**src/rtl/irtx_pkg.sv**
```systemverilog
package irtx_pkg;

    // Field widths of the frame and of the carrier settings.
    localparam int unsigned ADDR_W   = 8;
    localparam int unsigned CODE_W   = 6;
    localparam int unsigned PWR_W    = 4;
    localparam int unsigned PERIOD_W = 7;
    localparam int unsigned DUTY_W   = 6;
    localparam int unsigned COUNT_W  = 4;

    // Slots sent for each field, most significant bit first.
    localparam logic [COUNT_W-1:0] ADDR_SLOTS = 4'd8;
    localparam logic [COUNT_W-1:0] CMD_SLOTS  = 4'd6;
    localparam logic [COUNT_W-1:0] PWR_SLOTS  = 4'd6;

    localparam logic [PERIOD_W-1:0] PERIOD_BASE = 7'd33;
    localparam logic [PERIOD_W-1:0] PERIOD_TOP  = 7'd65;
    localparam logic [ADDR_W-1:0]   ADDR_RESET  = 8'd10;

    // Power levels that steer the step taken at each header.
    localparam logic [PWR_W-1:0] PWR_STEP_LIMIT = 4'd8;
    localparam logic [PWR_W-1:0] PWR_HIGH_FLOOR = 4'd7;
    localparam logic [PWR_W-1:0] PWR_WRAP_AT    = 4'd10;
    localparam logic [PWR_W-1:0] PWR_WRAP_TO    = 4'd1;

    typedef struct packed {
        logic              send_request;
        logic [CODE_W-1:0] command_code;
    } t_in_item;

    typedef struct packed {
        logic                carrier_on;
        logic                long_slot;
        logic [PERIOD_W-1:0] carrier_period;
        logic [DUTY_W-1:0]   carrier_duty;
        logic                frame_done;
        logic                busy_res;
    } t_out_item;

endpackage

```
**src/rtl/ir_remote_frame_transmitter.sv**
```systemverilog
// The result of a request is registered as the request is accepted.
// Throughput: one request per cycle when not stalled; each request is one slot
// tick, settled by one pass of frame logic between state and output registers.
// A two-entry output stage (output register plus skid register) keeps the input
// open for one more request while a result waits downstream.
// Reset (i_rst_n low, synchronous): idle, power level 0, period 33, address 10.
module ir_remote_frame_transmitter
    import irtx_pkg::*;
(
    input  logic                i_clk,
    input  logic                i_rst_n,
    // Configuration: remote address register
    input  logic                i_cfg_we,
    input  logic [ADDR_W-1:0]   i_cfg_wdata,
    // Slot tick requests
    input  logic                i_in_valid,
    output logic                o_in_stall,
    input  t_in_item            i_in_data,
    // Slot results
    output logic                o_out_valid,
    input  logic                i_out_stall,
    output t_out_item           o_out_data
);

    // Frame sequencer phase codes. The unused code behaves as idle.
    localparam logic [2:0] PH_IDLE  = 3'd0;
    localparam logic [2:0] PH_ADDR  = 3'd1;
    localparam logic [2:0] PH_CMD   = 3'd2;
    localparam logic [2:0] PH_PWR   = 3'd3;
    localparam logic [2:0] PH_STOP1 = 3'd4;
    localparam logic [2:0] PH_STOP2 = 3'd5;
    localparam logic [2:0] PH_END   = 3'd6;

    logic [ADDR_W-1:0]   r_addr;
    logic [2:0]          r_phase,     n_phase;
    logic [COUNT_W-1:0]  r_bits_left, n_bits_left;
    logic [PWR_W-1:0]    r_power,     n_power;
    logic [PERIOD_W-1:0] r_period,    n_period;
    logic [CODE_W-1:0]   r_code,      n_code;

    logic                r_out_valid;
    t_out_item           r_out_data;
    logic                r_skid_valid;
    t_out_item           r_skid_data;

    t_out_item           result;
    logic                in_accept;
    logic                out_take;
    logic                out_free;

    // Picks one bit of a field word; positions past the word read as zero.
    function automatic logic pick_bit(input logic [ADDR_W-1:0] word,
                                      input logic [COUNT_W-1:0] idx);
        logic b;
        b = 1'b0;
        if (idx < COUNT_W'(ADDR_W)) begin
            b = word[idx[2:0]];
        end
        return b;
    endfunction

    // The skid register holds at most one result, so the input stalls only
    // once both output entries are occupied.
    assign o_in_stall  = r_skid_valid;
    assign in_accept   = i_in_valid & ~r_skid_valid;
    assign out_take    = r_out_valid & ~i_out_stall;
    assign out_free    = ~r_out_valid | out_take;
    assign o_out_valid = r_out_valid;
    assign o_out_data  = r_out_data;

    // One slot tick of the frame sequencer.
    always_comb begin
        logic [ADDR_W-1:0]   word;
        logic [COUNT_W-1:0]  bl_dec;
        logic [2:0]          after_phase;
        logic [COUNT_W-1:0]  after_count;
        logic                on;
        logic                long_s;
        logic                done;
        logic                busy;
        logic                is_field;

        n_phase     = r_phase;
        n_bits_left = r_bits_left;
        n_power     = r_power;
        n_period    = r_period;
        n_code      = r_code;
        on          = 1'b0;
        long_s      = 1'b0;
        done        = 1'b0;
        busy        = 1'b1;
        is_field    = 1'b0;
        word        = '0;
        after_phase = PH_IDLE;
        after_count = '0;

        case (r_phase)
            PH_ADDR: begin
                is_field    = 1'b1;
                word        = r_addr;
                after_phase = PH_CMD;
                after_count = CMD_SLOTS;
            end
            PH_CMD: begin
                is_field    = 1'b1;
                word        = ADDR_W'(r_code);
                after_phase = PH_PWR;
                after_count = PWR_SLOTS;
            end
            PH_PWR: begin
                is_field    = 1'b1;
                word        = ADDR_W'(r_power);
                after_phase = PH_STOP1;
                after_count = '0;
            end
            PH_STOP1: begin
                on      = 1'b1;
                n_phase = PH_STOP2;
            end
            PH_STOP2: begin
                on      = 1'b1;
                n_phase = PH_END;
            end
            PH_END: begin
                done    = 1'b1;
                n_phase = PH_IDLE;
            end
            default: begin
                n_phase = PH_IDLE;
                if (i_in_data.send_request) begin
                    n_code = i_in_data.command_code;
                    // Power step: climb with the period, jump to the top
                    // period above seven, wrap back to the base at ten.
                    if (n_power < PWR_STEP_LIMIT) begin
                        n_power  = n_power + 1'b1;
                        n_period = n_period + 1'b1;
                    end
                    if (n_power > PWR_HIGH_FLOOR) begin
                        n_power  = n_power + 1'b1;
                        n_period = PERIOD_TOP;
                    end
                    if (n_power == PWR_WRAP_AT) begin
                        n_power  = PWR_WRAP_TO;
                        n_period = PERIOD_BASE;
                    end
                    on          = 1'b1;
                    long_s      = 1'b1;
                    n_phase     = PH_ADDR;
                    n_bits_left = ADDR_SLOTS;
                end else begin
                    busy = 1'b0;
                end
            end
        endcase

        // Shared field shifter: count down, send that bit, move on at zero.
        bl_dec = (r_bits_left != '0) ? r_bits_left - 1'b1 : '0;
        if (is_field) begin
            on          = pick_bit(word, bl_dec);
            n_bits_left = bl_dec;
            if (bl_dec == '0) begin
                n_phase     = after_phase;
                n_bits_left = after_count;
            end
        end

        result.carrier_on     = on;
        result.long_slot      = long_s;
        result.carrier_period = n_period;
        result.carrier_duty   = n_period[PERIOD_W-1:1];
        result.frame_done     = done;
        result.busy_res       = busy;
    end

    // Sequencer state advances only on an accepted tick.
    always_ff @(posedge i_clk) begin
        if (!i_rst_n) begin
            r_addr      <= ADDR_RESET;
            r_phase     <= PH_IDLE;
            r_bits_left <= '0;
            r_power     <= '0;
            r_period    <= PERIOD_BASE;
            r_code      <= '0;
        end else begin
            if (i_cfg_we) begin
                r_addr <= i_cfg_wdata;
            end
            if (in_accept) begin
                r_phase     <= n_phase;
                r_bits_left <= n_bits_left;
                r_power     <= n_power;
                r_period    <= n_period;
                r_code      <= n_code;
            end
        end
    end

    // Output register and skid register valid flags.
    always_ff @(posedge i_clk) begin
        if (!i_rst_n) begin
            r_out_valid  <= 1'b0;
            r_skid_valid <= 1'b0;
        end else if (out_free) begin
            r_out_valid  <= r_skid_valid | in_accept;
            r_skid_valid <= 1'b0;
        end else if (in_accept) begin
            r_skid_valid <= 1'b1;
        end
    end

    // Payload: the skid entry is older, so it moves to the output first.
    always_ff @(posedge i_clk) begin
        if (out_free) begin
            if (r_skid_valid) begin
                r_out_data <= r_skid_data;
            end else if (in_accept) begin
                r_out_data <= result;
            end
        end else if (in_accept) begin
            r_skid_data <= result;
        end
    end

endmodule

```
**config.mk**
```make
export PLATFORM = sky130hd
export DESIGN_NAME = ir_remote_frame_transmitter
export DESIGN_NICKNAME = d
export VERILOG_FILES = /design/src/rtl/irtx_pkg.sv /design/src/rtl/ir_remote_frame_transmitter.sv
export SDC_FILE = /design/constraint.sdc
export NUM_CORES = 1
export LEC_CHECK = 0
export ABC_CLOCK_PERIOD_IN_PS = 2510
export BUFFER_PORTS_ARGS = -buffer_cell sky130_fd_sc_hd__buf_4
export CAP_MARGIN = 20
export CELL_PAD_IN_SITES_DETAIL_PLACEMENT = 0
export CELL_PAD_IN_SITES_GLOBAL_PLACEMENT = 1
export CORE_MARGIN = 4
export CORE_UTILIZATION = 44
export DETAILED_ROUTE_END_ITERATION = 12
export HOLD_SLACK_MARGIN = 0.03
export PLACE_DENSITY_LB_ADDON = 0.15
export REMOVE_ABC_BUFFERS = 1
export SYNTH_ARGS = -nofsm -noshare
export SYNTH_HDL_FRONTEND = slang
export SYNTH_SLANG_ARGS = --single-unit
```
**constraint.sdc**
```tcl
create_clock -name i_clk -period 2.51 [get_ports i_clk]
set_input_delay 0.1255 -clock i_clk [delete_from_list [all_inputs] [get_ports i_clk]]
set_output_delay 0.1255 -clock i_clk [all_outputs]
set_load 0.02 [all_outputs]
```
; ---- After elaboration in Yosys (flattened, before gate mapping)
; Index checks and enable logic that the tools add are counted.
; Widths: inputs -> output; s select.
[totals]
wordCells = 96
regBits = 68
in_bits = 20
[op_classes]
n_eq_ne = 8
mux = 36
magnitude_cmp = 4
n_addsub = 4
bitwise = 10
reduce_logical = 14
[ops]
columns = cell, n
row1 = $mux 4, 12
row2 = $mux 7, 5
row3 = $mux 17, 2
row4 = $pmux 8 s3, 1
row5 = $pmux 3 s4, 1
row6 = $eq 3x3->1 const B, 3
row7 = $mux 1, 9
row8 = $mux 3, 3
row9 = $pmux 3 s3, 1
row10 = $add 4x1->4 const B, 2
row11 = $lt 4x4->1 const B, 2
row12 = $add 7x1->7 const B, 1
row13 = $eq 3x2->1 const B, 2
row14 = $not 1->1, 6
row15 = $reduce_and 3->1, 2
row16 = $reduce_or 2->1, 3
row17 = $reduce_or 6->1, 1
row18 = $eq 4x4->1 const B, 1
row19 = $gt 4x3->1 const B, 1
row20 = $logic_not 4->1, 1
row21 = $lt 3x4->1 const B, 1
row22 = $reduce_and 2->1, 2
row23 = $reduce_bool 2->1, 2
row24 = $reduce_bool 4->1, 1
row25 = other kinds (9), 11

; ---- Logic depth before layout (Yosys ltp)
[logic_depth]
word_depth = 14
depth_mapped = 8
depth_no_buf = 8

; ---- Worst setup path before layout
; No wires, ideal clock.
[synth_timing]
path_type = reg-to-reg
start = reg r_power[0]
end = reg r_out_data (netlist bit o_out_data[14]), data pin
slack_ps = 256
path_buffers = 0
setup_ps = 272
required_time_ps = 2238
arrival_ps = 1983
path_stages_with_launch = 9
path_cell_list = dfxtp_1 > ha_1 > mux2_2 > ha_1 > xor2_1 > and2_1 > nor4_2 > o21bai_1 > a221oi_1
[synth_via]
elab_chain_cells = 14
elab_cells_between_ends = 18
cone_classes = 2 x add/sub / 2 x order compare / 1 x eq/ne / 13 x mux
[synth_lines]
columns = item, line
row1 = "start, declared", ir_remote_frame_transmitter.sv:37  ; logic [PWR_W-1:0] r_power, n_power;
row2 = "start signal, assigned", ir_remote_frame_transmitter.sv:191  ; r_power <= n_power;
row3 = $add 4x1->4 or $lt 4x4->1 (tied branches), "ir_remote_frame_transmitter.sv:135, ir_remote_frame_transmitter.sv:134"
row4 = $mux 4, ir_remote_frame_transmitter.sv:134  ; if (n_power < PWR_STEP_LIMIT) begin
row5 = $mux 4, ir_remote_frame_transmitter.sv:130  ; if (i_in_data.send_request) begin
row6 = $mux 4, ir_remote_frame_transmitter.sv:97  ; case (r_phase)
row7 = $add 4x1->4 or $gt 4x3->1 (tied branches), "ir_remote_frame_transmitter.sv:139, ir_remote_frame_transmitter.sv:138"
row8 = $mux 4, ir_remote_frame_transmitter.sv:138  ; if (n_power > PWR_HIGH_FLOOR) begin
row9 = $mux 4, ir_remote_frame_transmitter.sv:130
row10 = $mux 4, ir_remote_frame_transmitter.sv:97
row11 = $eq 4x4->1, ir_remote_frame_transmitter.sv:142  ; if (n_power == PWR_WRAP_AT) begin
row12 = $mux 7 (*), ir_remote_frame_transmitter.sv:142
row13 = $mux 7 (*), ir_remote_frame_transmitter.sv:130
row14 = $mux 7 (*), ir_remote_frame_transmitter.sv:97
row15 = $mux 17 (*), ir_remote_frame_transmitter.sv:216  ; end else if (in_accept) begin
row16 = $mux 17 (*), ir_remote_frame_transmitter.sv:214  ; if (r_skid_valid) begin
row17 = "end signal, assigned", ir_remote_frame_transmitter.sv:215  ; r_out_data <= r_skid_data;
row18 = "end signal, assigned", ir_remote_frame_transmitter.sv:217  ; r_out_data <= result;
row19 = "end, declared", ir_remote_frame_transmitter.sv:42  ; t_out_item r_out_data;
; Every way passes the cells marked *; elsewhere a longest branch is shown, timed or not. The select of a mux whose other input is x is not followed.
; A chain may end at the register's enable or synchronous reset.

; ---- Worst setup path in the final report
; Same ends and word-level chain as after synthesis.

==> reports/summary.log <==
INFO  timing         worst_slew_pin_slew=744ps
INFO  clocking       root_buffer=sky130_fd_sc_hd__clkbuf_8
INFO  cells_and_area final_design_area_no_fill=0.00338mm²
INFO  run            cap_viol_max_count=0
INFO  floorplanning  die_area=0.00806mm²
INFO  synth          synthesis.area_per_instance=9.38µm²
INFO  critical_path  critical_path_required=2580ps
INFO  detailed_routing drcViolationCount=0
INFO  detailed_routing ant_nets=0
INFO  power          power.leakage=1.33nW
INFO  timing         hold_viol_final=0
INFO  synth          count_of_state_elements_after_synthesis=56
INFO  global_route   antenna_found_initial=0
INFO  floorplanning  num_rows=29
INFO  synth          synth-edff-count=22
INFO  floorplanning  initial_utilization=0.458
INFO  cells_and_area relative_area_change_from_synthesis_to_final_layout=14.9%
INFO  place          port-buffer-count=38
INFO  detailed_routing drt_wl_total=6600µm
INFO  timing         setup-violations-final=0
INFO  detailed_routing via_per_inst=5.55
INFO  critical_path  endpoint_type_of_the_worst_setup_path=register
INFO  floorplanning  placeableCoreArea=0.00642mm²
INFO  place          postPlaceCellArea=0.00327mm²
INFO  clocking       numCtsBuffers=5
INFO  global_route   grt_util_all_layers=0.171
INFO  place          dp.final_hpwl=4650µm
INFO  cells_and_area n_antenna_cell=0
INFO  critical_path  start_kind=register
INFO  timing         fin_crit_sh=0.921
INFO  global_route   overflow=0
INFO  global_route   grt_pass1_wl=11500µm
INFO  timing         final.hold.worst_slack=40.5ps
INFO  detailed_routing dr.first_iter.drc_count=167
INFO  synth          synth.lib_cells_used.distinct=62
INFO  timing         worst_clock_skew=9.06ps
INFO  cells_and_area layout.area.seq=0.00134mm²
INFO  synth          synthCells=314
INFO  critical_path  critPathMaxStageDelay=330ps
INFO  cells_and_area multi_input_comb_area=0.00139mm²
INFO  critical_path  crit_top_cell=sky130_fd_sc_hd__ha_1
INFO  critical_path  timing_worst_setup_path_type=register to register
INFO  critical_path  crit_path_cell_trace=ha_1 > mux2_2 > ha_1 > xor2_1 > and2_1 > nor4_4 > o21bai_2 > a221oi_1
INFO  clocking       clk-insertion-delay-late=310ps
INFO  synth          ys_warn_count=0
INFO  synth          ys.flop_type=sky130_fd_sc_hd__dfxtp_1
INFO  floorplanning  die-height=89.8µm
INFO  detailed_routing avgRoutedWirePerCell=15.4µm
INFO  floorplanning  dieWidth=89.8µm
INFO  cells_and_area share_of_post_route_cells_with_drive_strength_above_1=0.259
INFO  detailed_routing route.vias.total=2376
INFO  critical_path  crit_slowest_cell=sky130_fd_sc_hd__dfxtp_1
INFO  clocking       cts_tree=built
INFO  cells_and_area layout.nets=373
INFO  clocking       cts_num_sinks=56
INFO  synth          synthesis.area=0.00294mm²
INFO  global_route   grt_max_degree=29
INFO  timing         setup-tns-final=0ps
INFO  timing         fin_crit=2310ps
INFO  timing         report.final.slew_viol_count=0
INFO  place          place_congestion=0.867
INFO  outcome        run_status=completed
INFO  clocking       clk_pin_slew=110ps
INFO  detailed_routing detail_route.first_pass.iterations=6
INFO  floorplanning  io-pin-count=39
INFO  min_path       holdCritPathClass=input pin to register
INFO  global_route   first_global_vias=2296
INFO  critical_path  arrival=2380ps
INFO  critical_path  critical_path_peak_fanout=3
INFO  power          power.density_cell_area=579mW/mm²
INFO  synth          ys_async_sr_fraction=0
INFO  clocking       number_of_buffers_on_the_longest_clock_path=2
INFO  timing         fmax=432MHz
INFO  cells_and_area fillCellCount=629
INFO  timing         maxSlewHeadroom=0.502
INFO  synth          synth_seq_area_share=0.456
INFO  power          worst_ir_drop_vdd=0.238mV
INFO  clocking       cts.htree.levels=2
synth_stat cells, types with 4 or more instances:
library cell	instances	area, µm²
sky130_fd_sc_hd__clkbuf_8	4	55.1
sky130_fd_sc_hd__nand2_1	44	165
sky130_fd_sc_hd__a21oi_1	25	125
sky130_fd_sc_hd__nor2_1	25	93.8
sky130_fd_sc_hd__inv_1	6	22.5
sky130_fd_sc_hd__o31ai_1	4	30.0
sky130_fd_sc_hd__buf_4	7	52.6
sky130_fd_sc_hd__a31oi_1	4	25.0
sky130_fd_sc_hd__a221oi_1	4	35.0
sky130_fd_sc_hd__mux2i_1	8	80.1
sky130_fd_sc_hd__nand3_1	13	65.1
sky130_fd_sc_hd__buf_2	11	55.1
sky130_fd_sc_hd__edfxtp_1	22	661
sky130_fd_sc_hd__dfxtp_1	34	681
sky130_fd_sc_hd__nor3_1	4	20.0
sky130_fd_sc_hd__o21ai_0	14	70.1
sky130_fd_sc_hd__mux2_2	11	124
sky130_fd_sc_hd__and2_1	4	25.0
cell type report:
class / instances / share of cell area
Clock inverter: 3 / 0.00666
Inverter: 8 / 0.00888
Tap cell: 77 / 0.0285
Timing Repair Buffer: 57 / 0.127
Clock buffer: 5 / 0.0203
Multi-Input combinational cell: 222 / 0.412
Sequential cell: 56 / 0.397
where the power goes:
part,total (mW),internal [mW],switching [mW]
Sequential,1.05,1.00,0.0451
Clock,0.512,0.201,0.311
Combinational,0.396,0.176,0.220
Total,1.96,1.38,0.577
timing repair:
item / in CTS / in global routing
endpoints found under the hold margin: 1 / 0
hold buffers: 1 / 0
resized for setup: 0 / 2
setup buffers: 0 / 0
endpoints found under the setup margin: 0 / 3
cells by family after synthesis:
logic type	count (synthesis)	share of synthesized area
buf+inv	36	0.0756
xor+xnor	2	0.00595
compound gates	82	0.184
flops	56	0.456
mux	19	0.0693
simple gates	116	0.197
fa+ha+maj	3	0.0128
worst max-delay path, delay by kind of cell, from the launching register on:
family | cells | cell delay [ps]
AND/OR/NAND/NOR | 2 | 530
multiplexers | 1 | 260
XOR/XNOR | 1 | 140
adder cells (fa/ha/maj) | 2 | 510
AO/OA/AOI/OAI | 2 | 300
flip-flops | 1 | 330
state kept, by name (all words and copies together) (netlist names):
signal,flops
o_in_stall,1
o_out_valid,1
o_out_data,11
r_skid_data,11
r_power,4
r_bits_left,4
r_code,6
r_period,7
r_addr,8
r_phase,3
worst paths after layout:
| path | startpoint | cells past startpoint | slack (ps) | end |
|---|---|---|---|---|
| setup / recovery | r_power[0]$_SDFFE_PN0P_ | 8 | 200 | o_out_data[14]$_DFFE_PP_ |
| hold / removal | i_cfg_wdata[2] | 3 | 40 | r_addr[2]$_SDFFE_PN0P_ |
| setup reg to reg | r_power[0]$_SDFFE_PN0P_ | 8 | 200 | o_out_data[14]$_DFFE_PP_ |
| hold reg to reg | r_code[3]$_SDFFE_PN0P_ | 2 | 460 | r_code[3]$_SDFFE_PN0P_ |
placed cells by master (no fill, tap or decap), drive strengths merged, types with 5 or more instances in the layout:
cell,Yosys,layout
dfxtp,34,34
a21oi,25,25
nor3,6,6
nor2,25,25
mux2,11,11
o21ai,16,16
clkbuf,7,5
mux2i,8,8
buf,21,56
nand3,13,13
inv,8,9
nand2,44,44
edfxtp,22,22
metrics by stage:
step,cells,util,worst slack [ps],power [mW]
finish,428,0.527,198,1.96
global route,428,0.527,-6.91,2.08
CTS,428,0.525,88.8,1.98
detailed placement,419,0.509,101,1.46
global placement,419,0.509,148,1.46
floorplan,286,-,86.3,1.30
routing by layer:
layer  wire length (µm)  vias up  GRT usage
li1                   -     1206          -
met1               3130     1103      0.233
met2               3040       61      0.274
met3                369        6     0.0376
met4                 72        0     0.0447
met5                  0        -          0
Note: power is estimated with default switching activity, not from simulation.
